$ cat src/hw/rtl/line_track_status_fsm_macros.svh
// Assertion macros used by the line track status merge module.
`ifndef LINE_TRACK_STATUS_FSM_MACROS_SVH
`define LINE_TRACK_STATUS_FSM_MACROS_SVH

// Check that an expression holds at every clock edge out of reset.
`define LTSF_ASSERT_HOLDS(label, expr, msg) \
    label: assert property (@(posedge aclk) disable iff (!aresetn) (expr)) \
        else $error(msg);

// Check that a condition leads to a consequence in the next cycle.
`define LTSF_ASSERT_NEXT(label, ante, cons, msg) \
    label: assert property (@(posedge aclk) disable iff (!aresetn) (ante) |=> (cons)) \
        else $error(msg);

`endif

$ cat src/hw/rtl/ltsf_pkg.sv
// Package with types and constants of the line track status block.
package ltsf_pkg;

    localparam int SENSOR_COUNT = 5;
    localparam int SENSOR_W     = 12;
    localparam int POS_W        = 14;
    localparam int TICKS_W      = 8;
    localparam int OBS_W        = 20;
    localparam int LAP_W        = 24;
    localparam int CFG_INDEX_W  = 2;
    localparam int CFG_DATA_W   = 20;
    localparam int S_TDATA_W    = 88;
    localparam int M_TDATA_W    = 48;

    // Reciprocal of ten, scaled by 2^19; exact for dividends below 43699.
    localparam int RECIP10_SHIFT = 19;
    localparam logic [15:0] RECIP10 = 16'd52429;

    localparam logic [CFG_INDEX_W-1:0] REG_FULL_SCALE = 2'd0;
    localparam logic [CFG_INDEX_W-1:0] REG_THRESHOLD  = 2'd1;
    localparam logic [CFG_INDEX_W-1:0] REG_OBS_LIMIT  = 2'd2;

    typedef enum logic [2:0] {
        ST_NORMAL    = 3'd0,
        ST_LINE      = 3'd1,
        ST_GAP       = 3'd2,
        ST_MANOEUVRE = 3'd3,
        ST_FINISHED  = 3'd4
    } track_status_t;

    typedef enum logic [1:0] {
        PH_NONE  = 2'd0,
        PH_START = 2'd1,
        PH_STOP  = 2'd2
    } line_phase_t;

    typedef enum logic [1:0] {
        EV_NONE  = 2'd0,
        EV_START = 2'd1,
        EV_STOP  = 2'd2
    } line_event_t;

    // Sensor thresholds, one set shared by every lane.
    typedef struct packed {
        logic [SENSOR_W-1:0] pat_lo;
        logic [SENSOR_W-1:0] pat_hi;
        logic [SENSOR_W-1:0] on_thr;
    } lane_thresh_t;

    typedef struct packed {
        logic ge_lo;
        logic lt_hi;
        logic on_line;
    } lane_flags_t;

    typedef lane_flags_t [SENSOR_COUNT-1:0] lane_vec_t;

    // Configuration and the values derived from the full scale.
    typedef struct packed {
        lane_thresh_t       thresh;
        logic [POS_W-1:0]   band_lo;
        logic [POS_W-1:0]   band_hi;
        logic [POS_W-1:0]   gap_lo;
        logic [POS_W-1:0]   gap_hi;
        logic [POS_W-1:0]   set_point;
        logic [OBS_W-1:0]   obs_limit;
    } cfg_t;

    typedef struct packed {
        logic                stop_motors;
        logic                lost_indicator;
        logic [LAP_W-1:0]    lap_time;
        logic                abort_alarm;
        line_event_t         line_event;
        logic                clear_controller;
        logic                allow_reverse;
        logic [POS_W-1:0]    drive_position;
        track_status_t       track_status;
    } result_t;

endpackage

$ cat src/hw/rtl/line_track_status_fsm.sv
// Top level of the line track status block: sensor lanes, status merge, config port.
// Each result word is registered into the output register, or into the skid register while the output word waits.
// Throughput: one item per cycle; a two-entry result buffer keeps s_tready high
// while one result waits, so input stalls only when two results are pending.
// Reset (synchronous, aresetn low) clears the status, counters and buffer and
// loads the default full scale, threshold and observation limit.
module line_track_status_fsm (
    input  logic                             aclk,
    input  logic                             aresetn,
    input  logic                             s_tvalid,
    output logic                             s_tready,
    // sensor_0, sensor_1, sensor_2, sensor_3, sensor_4, position, elapsed_ticks, zero fill
    input  logic [ltsf_pkg::S_TDATA_W-1:0]   s_tdata,
    // cmd
    input  logic [0:0]                       s_tuser,
    output logic                             m_tvalid,
    input  logic                             m_tready,
    // track_status, drive_position, allow_reverse, clear_controller, line_event,
    // abort_alarm, lap_time, lost_indicator, stop_motors
    output logic [ltsf_pkg::M_TDATA_W-1:0]   m_tdata,
    input  logic                             cfg_valid,
    output logic                             cfg_ready,
    input  logic [ltsf_pkg::CFG_INDEX_W-1:0] cfg_index,
    input  logic [ltsf_pkg::CFG_DATA_W-1:0]  cfg_data
);
    import ltsf_pkg::*;

    localparam int POS_LSB   = SENSOR_COUNT * SENSOR_W;
    localparam int TICKS_LSB = POS_LSB + POS_W;

    cfg_t      cfg;
    lane_vec_t lanes;
    result_t   result;

    ltsf_cfg u_cfg (
        .aclk      (aclk),
        .aresetn   (aresetn),
        .cfg_valid (cfg_valid),
        .cfg_ready (cfg_ready),
        .cfg_index (cfg_index),
        .cfg_data  (cfg_data),
        .cfg       (cfg)
    );

    for (genvar i = 0; i < SENSOR_COUNT; i++) begin : g_lane
        ltsf_lane u_lane (
            .sensor (s_tdata[i*SENSOR_W +: SENSOR_W]),
            .thresh (cfg.thresh),
            .flags  (lanes[i])
        );
    end

    ltsf_status u_status (
        .aclk          (aclk),
        .aresetn       (aresetn),
        .in_valid      (s_tvalid),
        .in_ready      (s_tready),
        .cmd           (s_tuser[0]),
        .position      (s_tdata[POS_LSB +: POS_W]),
        .elapsed_ticks (s_tdata[TICKS_LSB +: TICKS_W]),
        .lanes         (lanes),
        .cfg           (cfg),
        .out_valid     (m_tvalid),
        .out_ready     (m_tready),
        .result        (result)
    );

    // Pack the result word, track_status in the lowest bits and stop_motors in the highest.
    assign m_tdata = {result.stop_motors, result.lost_indicator, result.lap_time,
                      result.abort_alarm, result.line_event, result.clear_controller,
                      result.allow_reverse, result.drive_position, result.track_status};

endmodule

$ cat src/hw/rtl/ltsf_lane.sv
// One sensor lane: compares a sensor value against the pattern and track thresholds.
module ltsf_lane (
    input  logic [ltsf_pkg::SENSOR_W-1:0] sensor,
    input  ltsf_pkg::lane_thresh_t        thresh,
    output ltsf_pkg::lane_flags_t         flags
);
    import ltsf_pkg::*;

    always_comb begin
        flags.ge_lo   = (sensor >= thresh.pat_lo);
        flags.lt_hi   = (sensor < thresh.pat_hi);
        flags.on_line = (sensor >= thresh.on_thr);
    end

endmodule

$ cat src/hw/rtl/ltsf_cfg.sv
// Configuration registers and the thresholds derived from the full scale.
module ltsf_cfg (
    input  logic                             aclk,
    input  logic                             aresetn,
    input  logic                             cfg_valid,
    output logic                             cfg_ready,
    input  logic [ltsf_pkg::CFG_INDEX_W-1:0] cfg_index,
    input  logic [ltsf_pkg::CFG_DATA_W-1:0]  cfg_data,
    output ltsf_pkg::cfg_t                   cfg
);
    import ltsf_pkg::*;

    cfg_t cfg_reg;

    logic [SENSOR_W-1:0] fs;
    logic [SENSOR_W-2:0] fs_half;
    logic [POS_W-1:0]    fs_x2;
    logic [POS_W-1:0]    fs_x3;
    logic [POS_W:0]      fs_x7;
    logic [30:0]         lo_prod;
    logic [30:0]         hi_prod;

    assign cfg_ready = 1'b1;
    assign cfg       = cfg_reg;

    // Derive 30% and 70% of full scale by multiplying with the reciprocal of ten.
    always_comb begin
        fs      = cfg_data[SENSOR_W-1:0];
        fs_half = fs[SENSOR_W-1:1];
        fs_x2   = {1'b0, fs, 1'b0};
        fs_x3   = fs_x2 + POS_W'(fs);
        fs_x7   = {fs, 3'b000} - (POS_W+1)'(fs);
        lo_prod = 31'(fs_x3) * 31'(RECIP10);
        hi_prod = 31'(fs_x7) * 31'(RECIP10);
    end

    always_ff @(posedge aclk) begin
        if (!aresetn) begin
            cfg_reg.thresh.pat_lo <= 12'd300;
            cfg_reg.thresh.pat_hi <= 12'd700;
            cfg_reg.thresh.on_thr <= 12'd200;
            cfg_reg.band_lo       <= 14'd1500;
            cfg_reg.band_hi       <= 14'd2500;
            cfg_reg.gap_lo        <= 14'd1000;
            cfg_reg.gap_hi        <= 14'd3000;
            cfg_reg.set_point     <= 14'd2000;
            cfg_reg.obs_limit     <= 20'd20000;
        end else if (cfg_valid && cfg_ready) begin
            unique case (cfg_index)
                REG_FULL_SCALE: begin
                    cfg_reg.thresh.pat_lo <= lo_prod[RECIP10_SHIFT +: SENSOR_W];
                    cfg_reg.thresh.pat_hi <= hi_prod[RECIP10_SHIFT +: SENSOR_W];
                    cfg_reg.band_lo       <= fs_x2 - POS_W'(fs_half);
                    cfg_reg.band_hi       <= fs_x2 + POS_W'(fs_half);
                    cfg_reg.gap_lo        <= POS_W'(fs);
                    cfg_reg.gap_hi        <= fs_x3;
                    cfg_reg.set_point     <= fs_x2;
                end
                REG_THRESHOLD: begin
                    cfg_reg.thresh.on_thr <= cfg_data[SENSOR_W-1:0];
                end
                REG_OBS_LIMIT: begin
                    cfg_reg.obs_limit <= cfg_data[OBS_W-1:0];
                end
                default: begin
                end
            endcase
        end
    end

endmodule

$ cat src/hw/rtl/ltsf_status.sv
// Merge of the lane flags, track status state and two-entry result buffer.
`include "line_track_status_fsm_macros.svh"

module ltsf_status (
    input  logic                         aclk,
    input  logic                         aresetn,
    input  logic                         in_valid,
    output logic                         in_ready,
    input  logic                         cmd,
    input  logic [ltsf_pkg::POS_W-1:0]   position,
    input  logic [ltsf_pkg::TICKS_W-1:0] elapsed_ticks,
    input  ltsf_pkg::lane_vec_t          lanes,
    input  ltsf_pkg::cfg_t               cfg,
    output logic                         out_valid,
    input  logic                         out_ready,
    output ltsf_pkg::result_t            result
);
    import ltsf_pkg::*;

    localparam int MID = (SENSOR_COUNT - 1) / 2;

    track_status_t     status_reg, status_next;
    line_phase_t       phase_reg, phase_next;
    logic [POS_W-1:0]  last_pos_reg, last_pos_next;
    logic [OBS_W-1:0]  obs_reg, obs_next;
    logic [LAP_W-1:0]  lap_reg, lap_next;

    result_t           out_reg, skid_reg, res;
    logic              out_valid_reg, skid_valid_reg;

    logic              accept, pop;
    logic              lost, pattern, back_on_track;
    logic [OBS_W:0]    obs_sum;
    logic [LAP_W:0]    lap_sum;
    logic [OBS_W-1:0]  obs_sat;
    logic [LAP_W-1:0]  lap_sat;
    track_status_t     eval;

    assign in_ready  = !skid_valid_reg;
    assign accept    = in_valid && in_ready;
    assign pop       = out_valid_reg && out_ready;
    assign out_valid = out_valid_reg;
    assign result    = out_reg;

    always_comb begin
        lost = 1'b1;
        for (int i = 0; i < SENSOR_COUNT; i++) begin
            if (lanes[i].on_line) begin
                lost = 1'b0;
            end
        end
        pattern = lanes[0].ge_lo && lanes[MID-1].lt_hi && !lanes[MID].lt_hi &&
                  lanes[MID+1].lt_hi && lanes[SENSOR_COUNT-1].ge_lo;
        back_on_track = (position >= cfg.band_lo) && (position <= cfg.band_hi) &&
                        !lanes[0].on_line && !lanes[SENSOR_COUNT-1].on_line;

        obs_sum = (OBS_W+1)'(obs_reg) + (OBS_W+1)'(elapsed_ticks);
        lap_sum = (LAP_W+1)'(lap_reg) + (LAP_W+1)'(elapsed_ticks);
        obs_sat = obs_sum[OBS_W] ? {OBS_W{1'b1}} : obs_sum[OBS_W-1:0];
        lap_sat = lap_sum[LAP_W] ? {LAP_W{1'b1}} : lap_sum[LAP_W-1:0];

        status_next   = status_reg;
        phase_next    = phase_reg;
        last_pos_next = last_pos_reg;
        obs_next      = obs_reg;
        lap_next      = lap_reg;
        eval          = status_reg;

        res                  = '0;
        res.track_status     = ST_NORMAL;
        res.line_event       = EV_NONE;
        res.drive_position   = position;
        res.allow_reverse    = 1'b1;

        if (cmd) begin
            // begin run: clear status, counters and line phase
            status_next = ST_NORMAL;
            phase_next  = PH_NONE;
            obs_next    = '0;
            lap_next    = '0;
        end else if (status_reg == ST_FINISHED) begin
            // hold everything once the run is over
            res.track_status   = ST_FINISHED;
            res.lost_indicator = lost;
            res.stop_motors    = 1'b1;
        end else begin
            obs_next = obs_sat;
            if (phase_reg != PH_NONE) begin
                lap_next = lap_sat;
            end

            if (status_reg == ST_LINE) begin
                eval = back_on_track ? ST_NORMAL : ST_LINE;
            end else if (pattern) begin
                eval = ST_LINE;
            end else if (lost) begin
                eval = ((last_pos_reg >= cfg.gap_lo) && (last_pos_reg < cfg.gap_hi)) ?
                       ST_GAP : ST_MANOEUVRE;
            end else begin
                eval = ST_NORMAL;
            end

            if (eval == ST_LINE) begin
                res.allow_reverse = 1'b0;
            end else if (eval == ST_GAP) begin
                res.drive_position = cfg.set_point;
                res.allow_reverse  = 1'b0;
            end

            res.clear_controller = (eval != status_reg);
            status_next          = eval;

            if (status_reg != ST_LINE && eval == ST_LINE) begin
                if (phase_reg == PH_NONE) begin
                    lap_next       = '0;
                    phase_next     = PH_START;
                    res.line_event = EV_START;
                end else begin
                    res.lap_time   = lap_next;
                    phase_next     = PH_STOP;
                    res.line_event = EV_STOP;
                    status_next    = ST_FINISHED;
                end
            end

            if (obs_sat >= cfg.obs_limit) begin
                res.abort_alarm = 1'b1;
                res.lap_time    = '0;
                status_next     = ST_FINISHED;
            end

            res.track_status   = status_next;
            res.lost_indicator = lost;
            res.stop_motors    = (status_next == ST_FINISHED);
            last_pos_next      = res.drive_position;
        end
    end

    always_ff @(posedge aclk) begin
        if (!aresetn) begin
            status_reg     <= ST_NORMAL;
            phase_reg      <= PH_NONE;
            last_pos_reg   <= '0;
            obs_reg        <= '0;
            lap_reg        <= '0;
            out_valid_reg  <= 1'b0;
            skid_valid_reg <= 1'b0;
        end else begin
            if (accept) begin
                status_reg   <= status_next;
                phase_reg    <= phase_next;
                last_pos_reg <= last_pos_next;
                obs_reg      <= obs_next;
                lap_reg      <= lap_next;
            end
            // Advance the skid word on a pop, park a new word when stalled.
            if (pop) begin
                if (skid_valid_reg) begin
                    skid_valid_reg <= 1'b0;
                    out_reg        <= skid_reg;
                end else if (accept) begin
                    out_reg <= res;
                end else begin
                    out_valid_reg <= 1'b0;
                end
            end else if (accept) begin
                if (!out_valid_reg) begin
                    out_valid_reg <= 1'b1;
                    out_reg       <= res;
                end else begin
                    skid_valid_reg <= 1'b1;
                    skid_reg       <= res;
                end
            end
        end
    end

    `LTSF_ASSERT_HOLDS(a_skid_needs_out, !skid_valid_reg || out_valid_reg,
        "skid word without output word")
    `LTSF_ASSERT_NEXT(a_finished_holds, accept && !cmd && status_reg == ST_FINISHED,
        status_reg == ST_FINISHED, "finished run left without begin")
    `LTSF_ASSERT_NEXT(a_begin_clears, accept && cmd,
        obs_reg == '0 && lap_reg == '0 && phase_reg == PH_NONE, "begin did not clear counters")
    `LTSF_ASSERT_HOLDS(a_stop_matches,
        !out_valid_reg || (out_reg.stop_motors == (out_reg.track_status == ST_FINISHED)),
        "stop flag disagrees with status")

endmodule

$ cat config.mk
export PLATFORM = sky130hd
export DESIGN_NAME = line_track_status_fsm
export DESIGN_NICKNAME = d
export VERILOG_FILES = /design/src/hw/rtl/ltsf_pkg.sv /design/src/hw/rtl/line_track_status_fsm.sv /design/src/hw/rtl/ltsf_lane.sv /design/src/hw/rtl/ltsf_cfg.sv /design/src/hw/rtl/ltsf_status.sv
export VERILOG_INCLUDE_DIRS = /design/src /design/src/hw/rtl
export SDC_FILE = /design/constraint.sdc
export NUM_CORES = 1
export LEC_CHECK = 0
export BUFFER_PORTS_ARGS = -buffer_cell sky130_fd_sc_hd__buf_2
export CAP_MARGIN = 0
export CELL_PAD_IN_SITES_DETAIL_PLACEMENT = 1
export CELL_PAD_IN_SITES_GLOBAL_PLACEMENT = 2
export CORE_MARGIN = 2
export CORE_UTILIZATION = 43
export DETAILED_ROUTE_END_ITERATION = 6
export GPL_TIMING_DRIVEN = 0
export PLACE_DENSITY_LB_ADDON = 0.05
export SYNTH_ARGS = -nofsm -noshare
export SYNTH_HDL_FRONTEND = slang
export SYNTH_SLANG_ARGS = --single-unit
$ cat constraint.sdc
create_clock -name aclk -period 10.8 [get_ports aclk]
set_input_delay 0.54 -clock aclk [delete_from_list [all_inputs] [get_ports aclk]]
set_output_delay 0.54 -clock aclk [all_outputs]
set_load 0.05 [all_outputs]
# Word-level counts from Yosys, hierarchy flattened
# Index checks and enable logic that the tools add are counted.
# word_totals
in_bits	116
latch_bits	0
reg_bits	270
rom_bits	0
mem_bits_rw	0
mem_count	0
# op_classes
mux	51
n_reduce_logical	32
n_mul	2
n_lt_le_gt_ge	15
bitwise	4
div_mod_pow	0
add_sub_neg	6
eq_ne	13
shift	0
# op_table
op	n
2-to-1 mux 48 bit	6
2-to-1 mux 24 bit	7
greater-or-equal comparator 12 bit	5
2-to-1 mux 20 bit	3
2-to-1 mux 43 bit	1
2-to-1 mux 3 bit	13
less-than comparator 12 bit	3
multiplier 15 x 16 -> 31 bit, second input constant	1
multiplier 14 x 16 -> 30 bit, second input constant	1
adder 24 x 8 -> 25 bit	1
2-to-1 mux 25 bit	1
greater-or-equal comparator 12 x 11 -> 1 bit	2
adder 20 x 8 -> 21 bit	1
greater-or-equal comparator 20 bit	1
2-to-1 mux 15 bit	1
subtractor 15 x 12 -> 15 bit	1
adder 13 x 11 -> 14 bit	1
adder 13 x 12 -> 14 bit	1
greater-or-equal comparator 14 x 12 -> 1 bit	1
greater-or-equal comparator 14 bit	1
less-or-equal comparator 14 bit	1
less-than comparator 14 bit	1
2-to-1 mux 14 bit	1
subtractor 13 x 11 -> 14 bit	1
other kinds (19)	67

# Longest topological paths before layout
# depth
word_depth	23
ltp_mapped	32

# Hierarchy
# From an unflattened synthesis, not the netlist that was laid out.
# hier_totals
hier_cells	3064
area_unflattened_um2	26805.7
# modules_own_cells
module	instances	seq_area_each_um2	area_per_inst_um2	cells_each
ltsf_cfg	1	2122.0	12653.4	1414
ltsf_status	1	4184.0	9785.6	1075
ltsf_lane	5	0.0	873.3	115

# Worst setup path before layout
# No wires, ideal clock.
# synth_path
path_type	in2reg
from	in cfg_data[0] (netlist bit)
to	reg, netlist name u_cfg.cfg[123]
setup_ns	0.092
path_buffers	0
t_arrival_ns	7.176
path_stages	30
path_slack_ns	3.532
required_ns	10.708
path_cell_list	ha_1 inv_1 fa_1 nor2b_1 o31a_1 o311a_1 o31a_1 o21ai_1 nand2b_2 a21oi_2 xnor2_1 fa_1 inv_1 fa_1 fa_1 inv_1 fa_1 inv_1 fa_1 inv_1 ha_1 o21ai_0 o21ai_0 a211oi_1 a221oi_2 a21oi_1 o31ai_2 a21o_1 a211oi_1 o32ai_1
# synth_via
elab_chain_cells	2
# synth_rtl
item	line	rtl
start: declaration	line_track_status_fsm.sv:24	input logic [ltsf_pkg::CFG_DATA_W-1:0] cfg_data
adder 13 x 12 -> 14 bit	ltsf_cfg.sv:31	fs_x3 = fs_x2 + POS_W'(fs);
multiplier 14 x 16 -> 30 bit	ltsf_cfg.sv:33	lo_prod = 31'(fs_x3) * 31'(RECIP10);
# No other way between the ends.
# A chain may end at the register's enable or synchronous reset.

# Worst setup path in the final report
# layout_path
from	in cfg_data[0] (netlist bit)
to	reg, netlist name u_cfg.cfg[113]
# layout_via
elab_chain_cells	2
# layout_rtl
item	line	rtl
subtractor 15 x 12 -> 15 bit	ltsf_cfg.sv:32	fs_x7 = {fs, 3'b000} - (POS_W+1)'(fs);
multiplier 15 x 16 -> 31 bit	ltsf_cfg.sv:34	hi_prod = 31'(fs_x7) * 31'(RECIP10);
# No other way between the ends.

==> results.cfg <==
[synth]
synth_cell_types = 97
ys.flop_type = dfxtp_1
synth_area_um2 = 24680
ys_top_cells_by_area = ha_1 (23%), dfxtp_1 (14%), edfxtp_1 (12%), fa_1 (9.5%), inv_1 (5.6%)
synth.top_cell.area_share = 0.2332
synth_nets = 3407
netlist_instances = 2714
yosysSeqAreaShare = 0.2555
ys_seq_elements = 267
async_reset_ff_frac = 0
synth_enable_flop_cells = 96
netlist.top_cell.by_area = ha_1
yosys_warnings = 0
avgSynthCellArea_um2 = 9.093

[pwr]
p_sw_mw = 5.102
seq_power_share = 0.115
p_leak_nw = 12.89
p_int_mw = 4.793
clockPowerShare = 0.108
combPwrFrac = 0.777
switching_share = 0.5156
power_density_nw_per_um2 = 359.7
finalPower_mw = 9.895
peakVddDrop_mv = 1.261

[route]
firstDrtPassIters = 5
drtAntennaViolNets = 0
viasPerCell = 5.582
routed_wl_um = 82650
drt-initial-drc-count = 897
vias = 20627
wl_per_cell_um = 22.37
drc = 0

[final_layout]
largest_reg_flops = 106
synthToLayoutAreaGrowth_pct = 11.47
multiInputGateArea_um2 = 16670
layout.cells.non_filler = 3695
layout_commonest_cell = ha_1
fin_util = 0.4860
mostFrequentLayoutCells = ha_1 (460), inv_1 (368), nand2_1 (250)
seqCellArea_um2 = 6306
design_area_um2 = 27510
nFillCells = 6705
drive_gt1_frac = 0.1090
final_nets = 3605

[clock_tree]
numClockSinks = 267
htree_levels = 1
post-cts-setup-buffers = 0
cts_hold_buf = 0
cts_tree = yes
clockRootBuffer = clkbuf_16
clk_latency_ps = 620
clkTransAtPathRegs_ps = 60
cts_resized = 0
cts_inserted_buffers = 31
clk_path_buf_depth = 3

[sta]
rsz0062_at_grt = false
finalCritPeriodShare = 0.7813
period_minus_slack_ps = 8438
maxSlewViolCount = 0
tightest_slew_ps = 1199
hold_ws_ps = 206.1
finClkSkew_ps = 41.95
setup_violations = 0
fmax_mhz = 118.5
hold_violations = 0
setup_slack_ps = 2362
setup_tns_ps = 0
slew_headroom = 0.1953

[setup_path]
critPathLaunchType = input pin
max_stage_delay_ps = 610
required_ps = 11230
crit_type = in2reg
cpMaxStageDelayCell = fa_1
crit_arrival_ps = 8870
critPathMaxFanout = 16
end_kind = register

[status]
status = completed

[floorplanning]
die_h_um = 243.6
die_area_um2 = 59320
std_cell_rows = 87
initial_core_util = 0.4360
pin_count = 167
core-area_um2 = 56600
fp.dieW_um = 243.6

[placed_design]
port_buffers = 158
place_congestion = 0.8990
post-place-ws_ps = 1708
dpl.cell_count = 3635
postPlaceCellArea_um2 = 26490
hpwlAfterDp_um = 68810

[global_routing]
grt_pass1_vias = 22119
grt_antenna_before_repair = 8
grt_max_degree = 31
grt_pass1_wl_um = 128800
overflow = 0
track_usage = 0.2794

[flow_run]
maxCapViolCount = 0

[hold_path]
hold_class = in2reg
## cell type report
| type | instances | area share |
|---|---|---|
| multi-input combinational | 1996 | 0.6060 |
| sequential | 267 | 0.2292 |
| inverter | 369 | 0.05035 |
| tap | 756 | 0.03439 |
| timing repair buffer | 165 | 0.03111 |
| clock buffer | 37 | 0.02975 |
| buffer | 82 | 0.01173 |
| clock inverter | 20 | 0.007141 |
| antenna | 3 | 0.0002729 |
## logic make-up after synthesis
| kind of cell | share of synthesized area |
|---|---|
| AND/OR/NAND/NOR | 0.1278 |
| AO/OA/AOI/OAI | 0.1676 |
| adder cells (fa/ha/maj) | 0.3281 |
| buffers and inverters | 0.06920 |
| flip-flops | 0.2555 |
| XOR/XNOR | 0.03118 |
| multiplexers | 0.02038 |
| other | 0.0001520 |
## power groups by stage
stage	registers [mW]	clock network, mW	logic, mW
5_1_grt	1.14	1.12	8.85
3_3_place_gp	1.16	0	7.49
4_1_cts	1.14	1.09	7.86
6_report	1.14	1.07	7.69
3_5_place_dp	1.16	0	7.78
2_1_floorplan	1.16	0	5.42
## synthesized netlist by cell type (7+ instances only)
cell type,count
ha_1,460
inv_1,368
nand2_1,250
a21oi_1,206
dfxtp_1,171
nor2_1,139
fa_1,117
o21ai_0,101
edfxtp_1,96
clkbuf_1,69
a21o_1,57
xnor2_1,56
o211ai_1,52
nand3_1,48
mux2_2,42
nor3_1,40
xor2_1,30
a211oi_1,29
nand2b_1,28
nand4_1,27
o31ai_1,25
and3_1,24
nor2b_1,23
or2_2,17
o21a_1,15
or3_1,12
a31oi_1,11
o2111ai_1,10
a21boi_0,9
and2_1,9
o21bai_1,9
nor4_1,8
a2111oi_0,7
## routing by layer
metal  track usage  vias to the layer above  part of all wire
met5             0                        -           0.00039
met4       0.06187                        6             0.020
met3       0.01763                       86             0.029
met2        0.5126                      304              0.51
met1        0.3591                    10307              0.44
li1              -                     9924                 -
## critical path, delay by kind of cell
| kind | cells | cell delay [ps] |
|---|---|---|
| AOI/OAI and AO/OA | 13 | 2870 |
| adders and majority gates | 7 | 3490 |
| xor gates and xnor gates | 1 | 320 |
| buffers and inverters | 6 | 1310 |
| and+or+nand+nor | 2 | 310 |
## worst paths after layout
kind / start / to / slack (ps) / cells past startpoint
setup / recovery: cfg_data[0] / u_cfg.cfg[113] / 2360 / 29
hold / removal: cfg_data[13] / u_cfg.cfg[13] / 210 / 3
setup reg to reg: u_status.obs_reg[0] / u_status.result[44] / 5050 / 22
hold reg to reg: u_cfg.cfg[15] / u_cfg.cfg[15] / 460 / 2
Note: power is estimated with default switching activity, not from simulation.
